$ cat src/rtl/core/irlm_pkg.sv
// ---------------------------------------------------------------------------
// irlm_pkg
// Types, codes and reset values for the IR learning lamp mode controller.
// ---------------------------------------------------------------------------
package irlm_pkg;

   localparam int unsigned CODE_W     = 32;
   localparam int unsigned CSR_DATA_W = 8;
   localparam int unsigned CSR_IDX_W  = 3;
   localparam int unsigned MODE_W     = 3;
   localparam int unsigned LEARNED_W  = 2;
   localparam int unsigned LAMP_W     = 4;

   localparam logic [7:0] SHORT_PRESS_MIN_RST     = 8'd2;
   localparam logic [7:0] SHORT_PRESS_LIMIT_RST   = 8'd50;
   localparam logic [7:0] LONG_PRESS_MIN_RST      = 8'd51;
   localparam logic [7:0] BLINK_PERIOD_RST        = 8'h06;
   localparam logic [7:0] RECORD_BLINK_PERIOD_RST = 8'h03;
   localparam logic [7:0] PRESS_SAT               = 8'hFF;
   localparam logic [CODE_W-1:0] ERASED_CODE      = '1;

   // lamp vector bit positions
   localparam int unsigned LAMP_GM = 0;
   localparam int unsigned LAMP_GB = 1;
   localparam int unsigned LAMP_RM = 2;
   localparam int unsigned LAMP_RB = 3;

   typedef enum logic [CSR_IDX_W-1:0] {
      CSR_SHORT_PRESS_MIN     = 3'd0,
      CSR_SHORT_PRESS_LIMIT   = 3'd1,
      CSR_LONG_PRESS_MIN      = 3'd2,
      CSR_BLINK_PERIOD        = 3'd3,
      CSR_RECORD_BLINK_PERIOD = 3'd4
   } csr_index_type;

   typedef enum logic [4:0] {
      S_OFF       = 5'b00001,
      S_GREEN     = 5'b00010,
      S_RED       = 5'b00100,
      S_REC_GREEN = 5'b01000,
      S_REC_RED   = 5'b10000
   } mode_type;

   localparam logic [MODE_W-1:0] MODE_CODE_OFF       = 3'd0;
   localparam logic [MODE_W-1:0] MODE_CODE_GREEN     = 3'd1;
   localparam logic [MODE_W-1:0] MODE_CODE_RED       = 3'd2;
   localparam logic [MODE_W-1:0] MODE_CODE_REC_GREEN = 3'd3;
   localparam logic [MODE_W-1:0] MODE_CODE_REC_RED   = 3'd4;

   localparam logic [LEARNED_W-1:0] LEARNED_NONE  = 2'd0;
   localparam logic [LEARNED_W-1:0] LEARNED_GREEN = 2'd1;
   localparam logic [LEARNED_W-1:0] LEARNED_RED   = 2'd2;

   function automatic logic [MODE_W-1:0] mode_code(input mode_type m);
      logic [MODE_W-1:0] c;
      case (m)
         S_GREEN:     c = MODE_CODE_GREEN;
         S_RED:       c = MODE_CODE_RED;
         S_REC_GREEN: c = MODE_CODE_REC_GREEN;
         S_REC_RED:   c = MODE_CODE_REC_RED;
         default:     c = MODE_CODE_OFF;
      endcase
      return c;
   endfunction

endpackage

$ cat src/rtl/core/irlm_req_if.sv
// ---------------------------------------------------------------------------
// irlm_req_if
// Input word channel: tick or IR code, with valid/ready handshake.
// ---------------------------------------------------------------------------
interface irlm_req_if;
   import irlm_pkg::*;

   logic              valid;
   logic              ready;
   logic              command;
   logic              button_pressed;
   logic [CODE_W-1:0] ir_code;
   logic              ir_is_repeat;

   modport source (output valid, command, button_pressed, ir_code, ir_is_repeat,
                   input ready);
   modport sink   (input valid, command, button_pressed, ir_code, ir_is_repeat,
                   output ready);
endinterface

$ cat src/rtl/core/irlm_rsp_if.sv
// ---------------------------------------------------------------------------
// irlm_rsp_if
// Result word channel: mode, lamp levels and learn status.
// ---------------------------------------------------------------------------
interface irlm_rsp_if;
   import irlm_pkg::*;

   logic                 valid;
   logic                 ready;
   logic [MODE_W-1:0]    mode;
   logic                 green_main;
   logic                 green_back;
   logic                 red_main;
   logic                 red_back;
   logic [LEARNED_W-1:0] learned;

   modport source (output valid, mode, green_main, green_back, red_main, red_back,
                   learned, input ready);
   modport sink   (input valid, mode, green_main, green_back, red_main, red_back,
                   learned, output ready);
endinterface

$ cat src/rtl/core/ir_learning_lamp_mode_controller_top.sv
// A word's result is registered and is valid from the edge at which the word is accepted.
// Throughput: one word per cycle; the input is taken whenever the result register is
// empty or is being read in the same cycle.
// Reset (synchronous): green mode, lamps off, counters zero, code stores erased
// to all ones, registers at their default values.
// ---------------------------------------------------------------------------
// ir_learning_lamp_mode_controller_top
// Five-mode lamp controller: button press timing, lamp blinking and IR code
// matching/learning, one word per cycle into a single result register while it is free or read.
// ---------------------------------------------------------------------------
module ir_learning_lamp_mode_controller_top (
   input  logic                                clock,
   input  logic                                reset,
   irlm_req_if.sink                            req_ch,
   irlm_rsp_if.source                          rsp_ch,
   input  logic                                csr_wr_en,
   input  logic [irlm_pkg::CSR_IDX_W-1:0]      csr_index,
   input  logic [irlm_pkg::CSR_DATA_W-1:0]     csr_wdata
);
   import irlm_pkg::*;

   logic [7:0] short_min_ff, short_limit_ff, long_min_ff, blink_per_ff, rec_per_ff;

   mode_type          mode_ff, mode_in;
   logic [7:0]        press_ff, press_in;
   logic [7:0]        blink_ff, blink_in;
   logic [7:0]        rec_ff, rec_in;
   logic [LAMP_W-1:0] lamp_ff, lamp_in;
   logic [CODE_W-1:0] green_code_ff, green_code_in;
   logic [CODE_W-1:0] red_code_ff, red_code_in;
   logic [LEARNED_W-1:0] learned_in;

   logic                 rsp_valid_ff;
   logic [MODE_W-1:0]    rsp_mode_ff;
   logic [LAMP_W-1:0]    rsp_lamp_ff;
   logic [LEARNED_W-1:0] rsp_learned_ff;

   logic accept;

   assign req_ch.ready = !rsp_valid_ff || rsp_ch.ready;
   assign accept       = req_ch.valid && req_ch.ready;

   // config registers
   always_ff @(posedge clock) begin
      if (reset) begin
         short_min_ff   <= SHORT_PRESS_MIN_RST;
         short_limit_ff <= SHORT_PRESS_LIMIT_RST;
         long_min_ff    <= LONG_PRESS_MIN_RST;
         blink_per_ff   <= BLINK_PERIOD_RST;
         rec_per_ff     <= RECORD_BLINK_PERIOD_RST;
      end else if (csr_wr_en) begin
         case (csr_index)
            CSR_SHORT_PRESS_MIN:     short_min_ff   <= csr_wdata;
            CSR_SHORT_PRESS_LIMIT:   short_limit_ff <= csr_wdata;
            CSR_LONG_PRESS_MIN:      long_min_ff    <= csr_wdata;
            CSR_BLINK_PERIOD:        blink_per_ff   <= csr_wdata;
            CSR_RECORD_BLINK_PERIOD: rec_per_ff     <= csr_wdata;
            default: ;
         endcase
      end
   end

   // next state for one word
   always_comb begin
      mode_type          m, tgt;
      logic [LAMP_W-1:0] lamps;
      logic [7:0]        bc, rc, pt;

      m             = mode_ff;
      tgt           = mode_ff;
      lamps         = lamp_ff;
      bc            = blink_ff;
      rc            = rec_ff;
      pt            = press_ff;
      green_code_in = green_code_ff;
      red_code_in   = red_code_ff;
      learned_in    = LEARNED_NONE;

      if (!req_ch.command) begin
         if (req_ch.button_pressed) begin
            if (pt != PRESS_SAT) begin
               pt = pt + 8'd1;
            end
         end else begin
            if (pt >= short_min_ff && pt < short_limit_ff) begin
               tgt = (m == S_OFF) ? S_GREEN : S_OFF;
            end else if (pt >= long_min_ff) begin
               case (m)
                  S_REC_GREEN: tgt = S_GREEN;
                  S_REC_RED:   tgt = S_RED;
                  S_GREEN:     tgt = S_REC_GREEN;
                  S_RED:       tgt = S_REC_RED;
                  default:     tgt = m;
               endcase
            end
            pt = '0;
         end
         if (tgt != m) begin
            m     = tgt;
            lamps = '0;
         end
         if (bc == 8'd0) begin
            bc = blink_per_ff;
            if (m == S_GREEN) begin
               lamps[LAMP_GM] = !lamps[LAMP_GM];
               lamps[LAMP_GB] = !lamps[LAMP_GB];
            end else if (m == S_RED) begin
               lamps[LAMP_RM] = !lamps[LAMP_RM];
               lamps[LAMP_RB] = !lamps[LAMP_RB];
            end
         end
         if (rc == 8'd0) begin
            rc = rec_per_ff;
            if (m == S_REC_GREEN) begin
               lamps[LAMP_GB] = !lamps[LAMP_GB];
            end else if (m == S_REC_RED) begin
               lamps[LAMP_RB] = !lamps[LAMP_RB];
            end
         end
         bc = bc - 8'd1;
         rc = rc - 8'd1;
      end else if (!req_ch.ir_is_repeat) begin
         case (m)
            S_GREEN, S_RED: begin
               if (req_ch.ir_code == green_code_ff) begin
                  tgt = S_GREEN;
               end else if (req_ch.ir_code == red_code_ff) begin
                  tgt = S_RED;
               end
            end
            S_REC_GREEN: begin
               green_code_in = req_ch.ir_code;
               learned_in    = LEARNED_GREEN;
               tgt           = S_REC_RED;
            end
            S_REC_RED: begin
               if (req_ch.ir_code != green_code_ff) begin
                  red_code_in = req_ch.ir_code;
                  learned_in  = LEARNED_RED;
                  tgt         = S_GREEN;
               end
            end
            default: ;
         endcase
         if (tgt != m) begin
            m     = tgt;
            lamps = '0;
         end
      end

      mode_in  = m;
      lamp_in  = lamps;
      blink_in = bc;
      rec_in   = rc;
      press_in = pt;
   end

   always_ff @(posedge clock) begin
      if (reset) begin
         mode_ff       <= S_GREEN;
         press_ff      <= '0;
         blink_ff      <= '0;
         rec_ff        <= '0;
         lamp_ff       <= '0;
         green_code_ff <= ERASED_CODE;
         red_code_ff   <= ERASED_CODE;
      end else if (accept) begin
         mode_ff       <= mode_in;
         press_ff      <= press_in;
         blink_ff      <= blink_in;
         rec_ff        <= rec_in;
         lamp_ff       <= lamp_in;
         green_code_ff <= green_code_in;
         red_code_ff   <= red_code_in;
      end
   end

   // result register
   always_ff @(posedge clock) begin
      if (reset) begin
         rsp_valid_ff <= 1'b0;
      end else if (accept) begin
         rsp_valid_ff <= 1'b1;
      end else if (rsp_ch.ready) begin
         rsp_valid_ff <= 1'b0;
      end
   end

   always_ff @(posedge clock) begin
      if (accept) begin
         rsp_mode_ff    <= mode_code(mode_in);
         rsp_lamp_ff    <= lamp_in;
         rsp_learned_ff <= learned_in;
      end
   end

   assign rsp_ch.valid      = rsp_valid_ff;
   assign rsp_ch.mode       = rsp_mode_ff;
   assign rsp_ch.green_main = rsp_lamp_ff[LAMP_GM];
   assign rsp_ch.green_back = rsp_lamp_ff[LAMP_GB];
   assign rsp_ch.red_main   = rsp_lamp_ff[LAMP_RM];
   assign rsp_ch.red_back   = rsp_lamp_ff[LAMP_RB];
   assign rsp_ch.learned    = rsp_learned_ff;

   a_accept_gives_word: assert property (@(posedge clock) disable iff (reset)
      accept |=> rsp_valid_ff)
      else $error("accepted word produced no result");

   a_off_lamps_dark: assert property (@(posedge clock) disable iff (reset)
      (rsp_valid_ff && rsp_mode_ff == MODE_CODE_OFF) |-> (rsp_lamp_ff == '0))
      else $error("lamp lit in off mode");

   a_rec_green_lamps: assert property (@(posedge clock) disable iff (reset)
      (rsp_valid_ff && rsp_mode_ff == MODE_CODE_REC_GREEN)
         |-> (!rsp_lamp_ff[LAMP_GM] && !rsp_lamp_ff[LAMP_RM] && !rsp_lamp_ff[LAMP_RB]))
      else $error("wrong lamp lit while recording green");

   a_learn_green_mode: assert property (@(posedge clock) disable iff (reset)
      (rsp_valid_ff && rsp_learned_ff == LEARNED_GREEN)
         |-> (rsp_mode_ff == MODE_CODE_REC_RED))
      else $error("green code learned without moving to record red");

   a_learn_red_mode: assert property (@(posedge clock) disable iff (reset)
      (rsp_valid_ff && rsp_learned_ff == LEARNED_RED) |-> (rsp_mode_ff == MODE_CODE_GREEN))
      else $error("red code learned without returning to green");

endmodule
$ cat src/flat_wrapper.sv
// flat-port wrapper written by rule: the top's interface ports become plain ports
module ir_learning_lamp_mode_controller_top_flat import irlm_pkg::*;
  (clock, reset, csr_wr_en, csr_index, csr_wdata, req_ch_valid, req_ch_command, req_ch_button_pressed, req_ch_ir_code, req_ch_ir_is_repeat, req_ch_ready, rsp_ch_valid, rsp_ch_mode, rsp_ch_green_main, rsp_ch_green_back, rsp_ch_red_main, rsp_ch_red_back, rsp_ch_learned, rsp_ch_ready);
  irlm_req_if req_ch_i ();
  irlm_rsp_if rsp_ch_i ();
  input  logic clock;
  input  logic reset;
  input  logic csr_wr_en;
  input  logic [irlm_pkg::CSR_IDX_W-1:0] csr_index;
  input  logic [irlm_pkg::CSR_DATA_W-1:0] csr_wdata;
  input wire logic [$bits(req_ch_i.valid)-1:0] req_ch_valid;
  input wire logic [$bits(req_ch_i.command)-1:0] req_ch_command;
  input wire logic [$bits(req_ch_i.button_pressed)-1:0] req_ch_button_pressed;
  input wire logic [$bits(req_ch_i.ir_code)-1:0] req_ch_ir_code;
  input wire logic [$bits(req_ch_i.ir_is_repeat)-1:0] req_ch_ir_is_repeat;
  output wire logic [$bits(req_ch_i.ready)-1:0] req_ch_ready;
  output wire logic [$bits(rsp_ch_i.valid)-1:0] rsp_ch_valid;
  output wire logic [$bits(rsp_ch_i.mode)-1:0] rsp_ch_mode;
  output wire logic [$bits(rsp_ch_i.green_main)-1:0] rsp_ch_green_main;
  output wire logic [$bits(rsp_ch_i.green_back)-1:0] rsp_ch_green_back;
  output wire logic [$bits(rsp_ch_i.red_main)-1:0] rsp_ch_red_main;
  output wire logic [$bits(rsp_ch_i.red_back)-1:0] rsp_ch_red_back;
  output wire logic [$bits(rsp_ch_i.learned)-1:0] rsp_ch_learned;
  input wire logic [$bits(rsp_ch_i.ready)-1:0] rsp_ch_ready;
  assign req_ch_i.valid = req_ch_valid;
  assign req_ch_i.command = req_ch_command;
  assign req_ch_i.button_pressed = req_ch_button_pressed;
  assign req_ch_i.ir_code = req_ch_ir_code;
  assign req_ch_i.ir_is_repeat = req_ch_ir_is_repeat;
  assign req_ch_ready = req_ch_i.ready;
  assign rsp_ch_valid = rsp_ch_i.valid;
  assign rsp_ch_mode = rsp_ch_i.mode;
  assign rsp_ch_green_main = rsp_ch_i.green_main;
  assign rsp_ch_green_back = rsp_ch_i.green_back;
  assign rsp_ch_red_main = rsp_ch_i.red_main;
  assign rsp_ch_red_back = rsp_ch_i.red_back;
  assign rsp_ch_learned = rsp_ch_i.learned;
  assign rsp_ch_i.ready = rsp_ch_ready;
  ir_learning_lamp_mode_controller_top u_core (.clock(clock), .reset(reset), .req_ch(req_ch_i), .rsp_ch(rsp_ch_i), .csr_wr_en(csr_wr_en), .csr_index(csr_index), .csr_wdata(csr_wdata));
endmodule
$ cat config.mk
export PLATFORM = sky130hd
export DESIGN_NAME = ir_learning_lamp_mode_controller_top_flat
export DESIGN_NICKNAME = d
export VERILOG_FILES = /design/src/rtl/core/irlm_pkg.sv /design/src/rtl/core/irlm_req_if.sv /design/src/rtl/core/irlm_rsp_if.sv /design/src/rtl/core/ir_learning_lamp_mode_controller_top.sv /design/src/flat_wrapper.sv
export SDC_FILE = /design/constraint.sdc
export NUM_CORES = 1
export LEC_CHECK = 0
export ABC_CLOCK_PERIOD_IN_PS = 3600
export BUFFER_PORTS_ARGS = -buffer_cell sky130_fd_sc_hd__buf_2
export CAP_MARGIN = 20
export CORE_MARGIN = 2
export CORE_UTILIZATION = 60
export CTS_CLUSTER_SIZE = 28
export DETAILED_ROUTE_END_ITERATION = 10
export GPL_TIMING_DRIVEN = 0
export PLACE_DENSITY = 0.85
export SLEW_MARGIN = 20
export SYNTH_ARGS = -nofsm -noshare
export SYNTH_HDL_FRONTEND = slang
export SYNTH_SLANG_ARGS = --single-unit
$ cat constraint.sdc
create_clock -name clock -period 3.6 [get_ports clock]
set_clock_uncertainty 0.1 [all_clocks]
set_input_delay 0.18 -clock clock [delete_from_list [all_inputs] [get_ports clock]]
set_output_delay 0.18 -clock clock [all_outputs]
set_load 0.01 [all_outputs]
==> impl_metrics.tcl, run 1 <==
set metrics [dict create \
    clkPwrFrac_pct 44.9 \
    leakagePower_nw 3.52 \
    io_pins 62 \
    p_sw_mw 1.13 \
    synth.avg_cell_area_um2 8.79 \
    cts_tree "yes" \
    antenna_found_initial 0 \
    slew_headroom_pct 40.0 \
    worst-endpoint-arrival_ns 3.56 \
    synth-seq-cells 147 \
    grt.total_usage_pct 31.4 \
    required_ns 3.68 \
    fp.dieArea_um2 14100 \
    design_area_um2 9580 \
    route.vias.total 7461 \
    grt_pass1_vias 7146 \
    fin_crit_sh_pct 96.8 \
    area_delta_synth_final_pct 20.9 \
    finalMaxSlewViolations 0 \
    cts_root_buf "clkbuf_16" \
    final_cell_mix "dfxtp_1, nand2_1, a211o_1, nor2b_1, buf_2" \
    worstSetupStartpointType "flip-flop" \
    rsz0062_at_grt "true" \
    worst_pin_slew_ns 0.892 \
    grt_max_degree 18 \
    grt_overflow 0 \
    dp_hpwl_um 14100 \
    setup_ws_ns 0.117 \
    ir_drop_uv 346 \
    timing.max_cap.violations 0 \
    swShare_pct 26.1 \
    cts_buffers 17 \
    totalWireLength_um 22600 \
    comb_power_share_pct 15.3 \
    io_buffer_count 59 \
    insertion_delay_ns 0.44 \
    synth_cells 901 \
    synth_edf_count 9 \
    rows 41 \
    final_hold_viol_count 0 \
    dr.pass1.iters 5 \
    synth_flop_cell "dfxtp_1" \
    status "complete, no violations" \
    placed_area_um2 8430 \
    start_util_pct 62.0 \
    pre_cts_slack_ns 0.0798 \
    internal_power_mw 3.19 \
    p_per_area_nw_per_um2 451 \
    setup_viol 0 \
    ys_types 74 \
    final_common_cell "dfxtp_1" \
    syn-cell-area_um2 7920 \
    max_freq_ghz 0.287 \
    drtAntennaViolNets 0 \
    finalPower_mw 4.32 \
    dieWidth_um 119 \
    cts.clk_slew.worst_paths_ns 0.06 \
    die_h_um 119 \
    fin_util_pct 75.0 \
    power_frac_seq_pct 39.8 \
    drive_gt1_share_pct 12.8 \
    nets 1102 \
    final_cells 1209 \
    synth-async-reset-ratio_pct 0 \
    syn-num-nets 978 \
    min_path_type "input pin to flip-flop" \
    first_iter_violations 976 \
    vias_per_cell 6.17 \
    yosysWarningCount 0 \
    fillCellCount 858 \
    clk_path_buf_depth 2 \
    route.detailed.drc 0 \
    cp-end-kind "flip-flop" \
    crit_path_max_fanout 5 \
    worstSetupPathType "flip-flop to flip-flop" \
    core_area_um2 12800 \
    gp_congestion 0.917 \
    post-route-min-period_ns 3.48 \
    cts-htree-levels 4 \
    grt_pass1_wl_um 35200 \
    diodes 0 \
    ys_seq_area_share_pct 38.3 \
    placedCellCount 1132 \
    routedWlPerCell_um 18.7 \
    cts.sinks 147 \
]
## worst paths after layout
kind	slack (ns)	cells past startpoint	from	endpoint
worst max-delay path	0.12	11	u_core.press_ff[0]$_SDFFE_PP0P_	u_core.rsp_lamp_ff[0]$_DFFE_PP_
worst max register to register	0.12	11	u_core.press_ff[0]$_SDFFE_PP0P_	u_core.rsp_lamp_ff[0]$_DFFE_PP_
worst min-delay path	0.09	4	csr_index[0]	u_core.long_min_ff[1]$_SDFFE_PP1P_
worst min register to register	0.36	2	u_core.short_min_ff[7]$_SDFFE_PP0P_	u_core.short_min_ff[7]$_SDFFE_PP0P_
## cell usage after synthesis (3+ instances only)
| master | count | share of area [%] |
|---|---|---|
| xor2_1 | 41 | 4.5 |
| or3_1 | 5 | 0.40 |
| a211oi_2 | 3 | 0.47 |
| ha_1 | 26 | 4.1 |
| a22oi_1 | 5 | 0.47 |
| a211o_1 | 71 | 7.9 |
| nor3b_1 | 3 | 0.28 |
| a21oi_1 | 60 | 3.8 |
| dfxtp_1 | 138 | 35 |
| edfxtp_1 | 9 | 3.4 |
| nand2b_1 | 6 | 0.47 |
| o31ai_1 | 3 | 0.28 |
| nand3b_1 | 8 | 0.76 |
| o21a_1 | 3 | 0.28 |
| buf_2 | 9 | 0.57 |
| clkbuf_1 | 31 | 1.5 |
| nor4_1 | 13 | 1.0 |
| o211ai_1 | 3 | 0.28 |
| nand4_1 | 18 | 1.4 |
| nor2_1 | 61 | 2.9 |
| nand2_1 | 102 | 4.8 |
| mux2i_1 | 8 | 1.0 |
| nor2b_1 | 68 | 5.4 |
| and2_1 | 3 | 0.24 |
| inv_1 | 33 | 1.6 |
| or4_1 | 3 | 0.28 |
| a211oi_1 | 9 | 0.85 |
| buf_1 | 4 | 0.19 |
| xnor2_1 | 37 | 4.1 |
| o21ai_0 | 18 | 1.1 |
| and3_1 | 9 | 0.71 |
| o21ai_1 | 3 | 0.19 |
| nor3_1 | 15 | 0.95 |
| nand3_1 | 23 | 1.5 |
## metrics by stage
stage               TNS (ns)  hold slack, ns
floorplan                  0           0.198
global placement           0           0.328
detailed placement         0           0.333
CTS                        0          0.0771
global route         -0.0324           0.172
finish                     0          0.0923
## area by class of cell
cell class / count / area (um^2) / share of cell area (%)
clock inverter: 7 / 143 / 1.49
tap: 172 / 215 / 2.25
inverter: 34 / 128 / 1.33
sequential: 147 / 3030 / 31.7
multi-input combinational: 674 / 4600 / 48.1
timing repair buffer: 105 / 761 / 7.94
buffer: 46 / 199 / 2.08
clock buffer: 24 / 493 / 5.15
## power by group through the flow
stage                     logic (mW)  clock network, mW  registers, mW
final                          0.660               1.94           1.72
after global placement         0.572                  0           1.75
after global routing           0.716               2.00           1.72
after floorplan                0.407                  0           1.75
after CTS                      0.627               1.93           1.72
after detailed placement       0.579                  0           1.75
## logic make-up after synthesis
| logic type | Yosys count | synth area share (%) |
|---|---|---|
| adders and majority gates | 26 | 4.11 |
| buffers and inverters | 80 | 4.12 |
| muxes | 10 | 1.30 |
| AOI/OAI and AO/OA | 207 | 19.9 |
| and+or+nand+nor | 353 | 23.6 |
| xor gates and xnor gates | 78 | 8.63 |
| DFF | 147 | 38.3 |
## critical path, cell delays in order, from the launching register on
cell and delay (ns):
dfxtp_2 0.37, inv_1 0.08, ha_1 0.29, nand2b_4 0.14
a2111o_1 0.45, a311o_1 0.38, o211ai_4 0.18, o32ai_2 0.19
or3_4 0.40, nor4_4 0.28, o22ai_1 0.11, a22o_1 0.26
## routing by layer
| metal | vias up | track usage, % | wire [um] |
|---|---|---|---|
| met5 | - | 0 | 0 |
| met4 | 0 | 11.9 | 692 |
| met3 | 81 | 7.28 | 1800 |
| met2 | 378 | 52.5 | 10700 |
| met1 | 3559 | 39.3 | 9390 |
| li1 | 3443 | - | - |
## registers in the layout, indices dropped and copies added (netlist names), 5 cells and up
| register | flops |
|---|---|
| u_core.short_min_ff | 8 |
| u_core.red_code_ff | 32 |
| u_core.rec_ff | 8 |
| u_core.blink_per_ff | 8 |
| u_core.green_code_ff | 32 |
| u_core.press_ff | 8 |
| u_core.mode_ff | 5 |
| u_core.rec_per_ff | 8 |
| u_core.long_min_ff | 8 |
| u_core.blink_ff | 8 |
| u_core.short_limit_ff | 8 |
## timing repair
| action | CTS | global route |
|---|---|---|
| buffers inserted | 0 | 3 |
| pin swaps | 1 | 3 |
| hold buffers | 43 | 0 |
| resized for setup | 0 | 6 |
| endpoints found under the hold margin | 100 | 0 |
| endpoints found under the setup margin | 1 | 36 |
Power figures use the tool's default switching activity.
==> inputs of run 2 (changes only) <==
==> constraint.sdc (replaced) <==
create_clock -name clock -period 3.6 [get_ports clock]
set_clock_uncertainty 0.1 [all_clocks]
set_input_delay 0 -clock clock [delete_from_list [all_inputs] [get_ports clock]]
set_output_delay 0 -clock clock [all_outputs]
set_load 0.01 [all_outputs]
==> impl_metrics.tcl, run 2 (synthesis results as in run 1) <==
set metrics [dict create \
    setup_ws_ns 0.107 \
    p_sw_mw 1.12 \
    crit_cells 11 \
    cts.sinks 147 \
    critical_path.startpoint "u_core.press_ff[0]$_SDFFE_PP0P_" \
    gp_congestion 0.917 \
    crit_chain "inv_1 > ha_1 > nand2b_4 > a2111o_1 > a311o_1 > o211ai_4 > o32ai_4 > or3_4 > nor4_4 > o22ai_1 > a22o_1" \
    antenna_found_initial 0 \
    internal_power_mw 3.20 \
    final_cell_mix "dfxtp_1, nand2_1, a211o_1, nor2b_1, buf_2" \
    vias_per_cell 6.13 \
    crit_path_top_delay_cell "a2111o_1" \
    nets 1105 \
    crit_buf_inv 1 \
    slew_headroom_pct 38.7 \
    routedWlPerCell_um 18.4 \
    largestRegisters "u_core.green_code_ff: 32 flops, u_core.red_code_ff: 32 flops" \
    cts_tree "yes" \
    power_frac_seq_pct 39.9 \
    grt_max_degree 18 \
    first_iter_violations 957 \
    reg2reg_from "u_core.press_ff[0]$_SDFFE_PP0P_" \
    cts_buffers 17 \
    dr_wl_met3_um 1620 \
    dieWidth_um 119 \
    finalMaxSlewViolations 0 \
    worstSetupStartpointType "flip-flop" \
    dp_hpwl_um 14100 \
    route.vias.total 7431 \
    worst-endpoint-arrival_ns 3.57 \
    cp-end-kind "flip-flop" \
    r2r-end "u_core.rsp_lamp_ff[0]$_DFFE_PP_" \
    core_area_um2 12800 \
    slowest_delay_ns 0.45 \
    final_common_cell "dfxtp_1" \
    min_path_type "input pin to flip-flop" \
    leakagePower_nw 3.54 \
    start_util_pct 62.0 \
    max_freq_ghz 0.286 \
    io_pins 62 \
    p_per_area_nw_per_um2 449 \
    path_delay_family "compound AO/OA/AOI/OAI gates" \
    area_delta_synth_final_pct 21.4 \
    grt.total_usage_pct 31.3 \
    diodes 0 \
    drtAntennaViolNets 0 \
    worstSetupPathType "flip-flop to flip-flop" \
    cts-htree-levels 4 \
    worst_pin_slew_ns 0.911 \
    dr.pass1.iters 8 \
    route.detailed.drc 0 \
    crit_path_max_fanout 6 \
    fin_crit_sh_pct 97.0 \
    grt_pass1_wl_um 35100 \
    grt_pass1_vias 7132 \
    post-route-min-period_ns 3.49 \
    status "complete, no violations" \
    clk_path_buf_depth 2 \
    comb_power_share_pct 15.3 \
    holdPathEnd "u_core.rec_per_ff[0]$_SDFFE_PP1P_" \
    wirelength_met1_um 9370 \
    placedCellCount 1132 \
    min-delay-start "csr_index[2]" \
    totalWireLength_um 22400 \
    routed.top_layer "met4" \
    final_hold_viol_count 0 \
    pre_cts_slack_ns 0.0798 \
    reg2reg_setup_slack_ns 0.11 \
    ir_drop_uv 342 \
    r2r_cells 11 \
    final_cells 1212 \
    grt_overflow 0 \
    required_ns 3.68 \
    timing.max_cap.violations 0 \
    io_buffer_count 59 \
    cts.clk_slew.worst_paths_ns 0.06 \
    cts_root_buf "clkbuf_16" \
    insertion_delay_ns 0.43 \
    setup_viol 0 \
    wl_met2_um 10700 \
    holdPathStages 4 \
    fp.dieArea_um2 14100 \
    die_h_um 119 \
    drive_gt1_share_pct 12.7 \
    swShare_pct 25.9 \
    clkPwrFrac_pct 44.8 \
    rows 41 \
]
run 2: cell count changes in the layout (fill, tap and decap cells not counted), sizes merged:
cell	delta
dlygate4sd3	+3
run 2: metrics by stage:
stage / power [mW] / setup TNS (ns) / hold slack [ns] / area (um^2) / util (%)
global placement: 2.32 / 0 / 0.148 / 8430 / 66.0
floorplan: 2.16 / 0 / 0.0178 / 7920 / -
global route: 4.44 / -0.0135 / 0.0760 / 9610 / 75.2
finish: 4.31 / 0 / 0.0228 / 9610 / 75.2
CTS: 4.28 / 0 / 0.0159 / 9530 / 74.6
detailed placement: 2.33 / 0 / 0.153 / 8430 / 66.0
run 2: power groups by stage:
stage / sequential, mW / combinational, mW / clock [mW]
final: 1.72 / 0.661 / 1.93
after CTS: 1.72 / 0.629 / 1.93
after detailed placement: 1.75 / 0.579 / 0
after floorplan: 1.75 / 0.407 / 0
after global routing: 1.72 / 0.719 / 2.00
after global placement: 1.75 / 0.572 / 0
run 2: final cells by class:
class                   instances  area [um^2]
clock inverters                 7          143
inverters                      34          128
repair buffers                108          791
clock buffers                  24          493
well taps                     172          215
multi-input cells             674         4610
plain buffers                  46          199
flip-flops and latches        147         3030
fillers                       847         3160
run 2: layer usage:
metal | track usage (%) | up-vias
met1 | 39.2 | 3544
met2 | 52.7 | 357
met4 | 11.5 | 0
met5 | 0 | -
li1 | - | 3455
met3 | 7.23 | 75
run 2: worst max-delay path by stage:
stage          slack [ns]                         endpoint
5_1_grt             -0.01  u_core.rsp_lamp_ff[0]$_DFFE_PP_
2_1_floorplan        0.40  u_core.rsp_lamp_ff[0]$_DFFE_PP_
6_report             0.11  u_core.rsp_lamp_ff[0]$_DFFE_PP_
3_3_place_gp         0.11  u_core.rsp_lamp_ff[3]$_DFFE_PP_
3_5_place_dp         0.08  u_core.rsp_lamp_ff[3]$_DFFE_PP_
4_1_cts              0.02  u_core.rsp_lamp_ff[3]$_DFFE_PP_
run 2: tightest hold or removal path, delay by kind of cell:
family | cells | cell delay [ns]
buf+inv | 1 | 0.12
simple gates | 3 | 0.39
run 2: what timing repair did:
action | CTS | global route
hold endpoints to repair | 109 | 0
endpoints found under the setup margin | 1 | 7
cloned | 0 | 0
pin swaps | 1 | 4
hold buffers | 46 | 0
setup buffers | 0 | 3
gates resized for setup | 0 | 6
==> inputs of run 3 (changes only) <==
- CORE_UTILIZATION: 60 -> 61
- PLACE_DENSITY: 0.85 -> 0.86
==> impl_metrics.tcl, run 3 (synthesis results as in run 1) <==
set metrics [dict create \
    clkPwrFrac_pct 45.1 \
    max_freq_ghz 0.283 \
    grt.total_usage_pct 32.5 \
    post-route-min-period_ns 3.53 \
    dp_hpwl_um 14100 \
    dr_wl_met3_um 1600 \
    slew_headroom_pct 36.9 \
    finalPower_mw 4.35 \
    area_delta_synth_final_pct 21.4 \
    cts.sinks 147 \
    cts_root_buf "clkbuf_16" \
    core_area_um2 12700 \
    cts_tree "yes" \
    grt_overflow 0 \
    routed.top_layer "met4" \
    cts_buffers 17 \
    slowest_delay_ns 0.45 \
    insertion_delay_ns 0.43 \
    crit_path_top_delay_cell "a2111o_1" \
    crit_buf_inv 1 \
    fin_util_pct 75.9 \
    leakagePower_nw 3.54 \
    routedWlPerCell_um 18.6 \
    grt_pass1_wl_um 36000 \
    fin_crit_sh_pct 98.2 \
    final_cells 1215 \
    final_common_cell "dfxtp_1" \
    multi_input_area_um2 4590 \
    totalWireLength_um 22600 \
    placed_area_um2 8430 \
    finalMaxSlewViolations 0 \
    crit_chain "inv_1 > ha_1 > nand2b_4 > a2111o_1 > a311o_1 > o211ai_4 > o32ai_2 > or3_4 > nor4_4 > o22ai_1 > a22o_1" \
    min_path_type "input pin to flip-flop" \
    pre_cts_slack_ns 0.0723 \
    reg2reg_from "u_core.press_ff[0]$_SDFFE_PP0P_" \
    ir_drop_uv 363 \
    path_delay_family "compound AO/OA/AOI/OAI gates" \
    p_sw_mw 1.16 \
    nets 1107 \
    holdPathStages 4 \
    diodes 0 \
    setup_ws_ns 0.0663 \
    start_util_pct 62.5 \
    seq_area_um2 3030 \
    worst-endpoint-arrival_ns 3.61 \
    worstSetupStartpointType "flip-flop" \
    setup_viol 0 \
    gp_congestion 0.900 \
    rows 41 \
    vias_per_cell 6.09 \
    critical_path.startpoint "u_core.press_ff[0]$_SDFFE_PP0P_" \
    holdPathEnd "u_core.rec_per_ff[0]$_SDFFE_PP1P_" \
    worst_pin_slew_ns 0.938 \
    r2r-end "u_core.rsp_lamp_ff[0]$_DFFE_PP_" \
    worstSetupPathType "flip-flop to flip-flop" \
    p_per_area_nw_per_um2 453 \
    route.vias.total 7405 \
    rsz0062_at_grt "true" \
    drtAntennaViolNets 0 \
    reg2reg_setup_slack_ns 0.07 \
    route.detailed.drc 0 \
    timing.max_cap.violations 0 \
    crit_path_max_fanout 5 \
    fillCellCount 869 \
    io_buffer_count 59 \
    final_hold_viol_count 0 \
    dieWidth_um 118 \
    cts.clk_slew.worst_paths_ns 0.06 \
    power_frac_seq_pct 39.5 \
    grt_pass1_vias 7099 \
    io_pins 62 \
    required_ns 3.68 \
    internal_power_mw 3.19 \
    cts-htree-levels 4 \
    cp-end-kind "flip-flop" \
    drive_gt1_share_pct 13.1 \
    wirelength_met1_um 9580 \
    first_iter_violations 855 \
    swShare_pct 26.6 \
    min-delay-start "csr_index[2]" \
    wl_met2_um 10600 \
    grt_max_degree 18 \
    final_cell_mix "dfxtp_1, nand2_1, a211o_1, nor2b_1, buf_2" \
    clk_path_buf_depth 2 \
    finalSetupTns_ns 0 \
    dr.pass1.iters 6 \
    r2r_cells 11 \
    antenna_found_initial 0 \
    largestRegisters "u_core.green_code_ff: 32 flops, u_core.red_code_ff: 32 flops" \
    fp.dieArea_um2 13900 \
    whs_ns 0.0276 \
    status "complete, no violations" \
    die_h_um 118 \
    placedCellCount 1132 \
    design_area_um2 9610 \
    comb_power_share_pct 15.3 \
]
run 3: changes by cell type in the layout (fill, tap and decap cells not counted), sizes merged:
cell and delta:
clkinvlp +1, dlygate4sd3 +1, clkbuf -1, buf +1
clkinv +2, bufinv -1
run 3: layout make-up:
class,count,area share (%)
Tap cell,172,2.24
Sequential cell,147,31.6
Clock buffer,23,5.41
Buffer,46,2.07
Timing Repair Buffer,110,8.28
Inverter,34,1.33
Clock inverter,9,1.42
Multi-Input combinational cell,674,47.7
run 3: tightest hold or removal path: cells and delay by family:
family / cells / cell delay, ns
simple gates: 3 / 0.40
buf+inv: 1 / 0.12
run 3: repair_timing:
action                     CTS  global route
gates resized for setup      0             4
setup endpoints to repair    0             5
hold endpoints to repair   109             0
buffers inserted             0             4
hold buffers                47             0
run 3: how the worst max path moves through the flow:
stage                                      end  slack (ns)  cells past startpoint
2_1_floorplan  u_core.rsp_lamp_ff[0]$_DFFE_PP_        0.40                     11
3_3_place_gp   u_core.rsp_lamp_ff[3]$_DFFE_PP_         0.1                     10
3_5_place_dp   u_core.rsp_lamp_ff[3]$_DFFE_PP_        0.07                     10
4_1_cts        u_core.rsp_lamp_ff[3]$_DFFE_PP_        0.03                     10
5_1_grt        u_core.rsp_lamp_ff[3]$_DFFE_PP_       -0.01                     11
6_report       u_core.rsp_lamp_ff[0]$_DFFE_PP_        0.07                     11
run 3: power by group through the flow:
stage	sequential, mW	clock (mW)	combinational [mW]
floorplan	1.75	0	0.407
detailed placement	1.75	0	0.582
finish	1.72	1.96	0.667
global route	1.72	2.02	0.728
global placement	1.75	0	0.571
CTS	1.72	1.96	0.633
run 3: metal layers:
layer | vias to the layer above | global-route usage [%]
met5 | - | 0
met4 | 0 | 14.8
met3 | 75 | 6.59
met2 | 343 | 52.4
met1 | 3519 | 41.9
li1 | 3468 | -
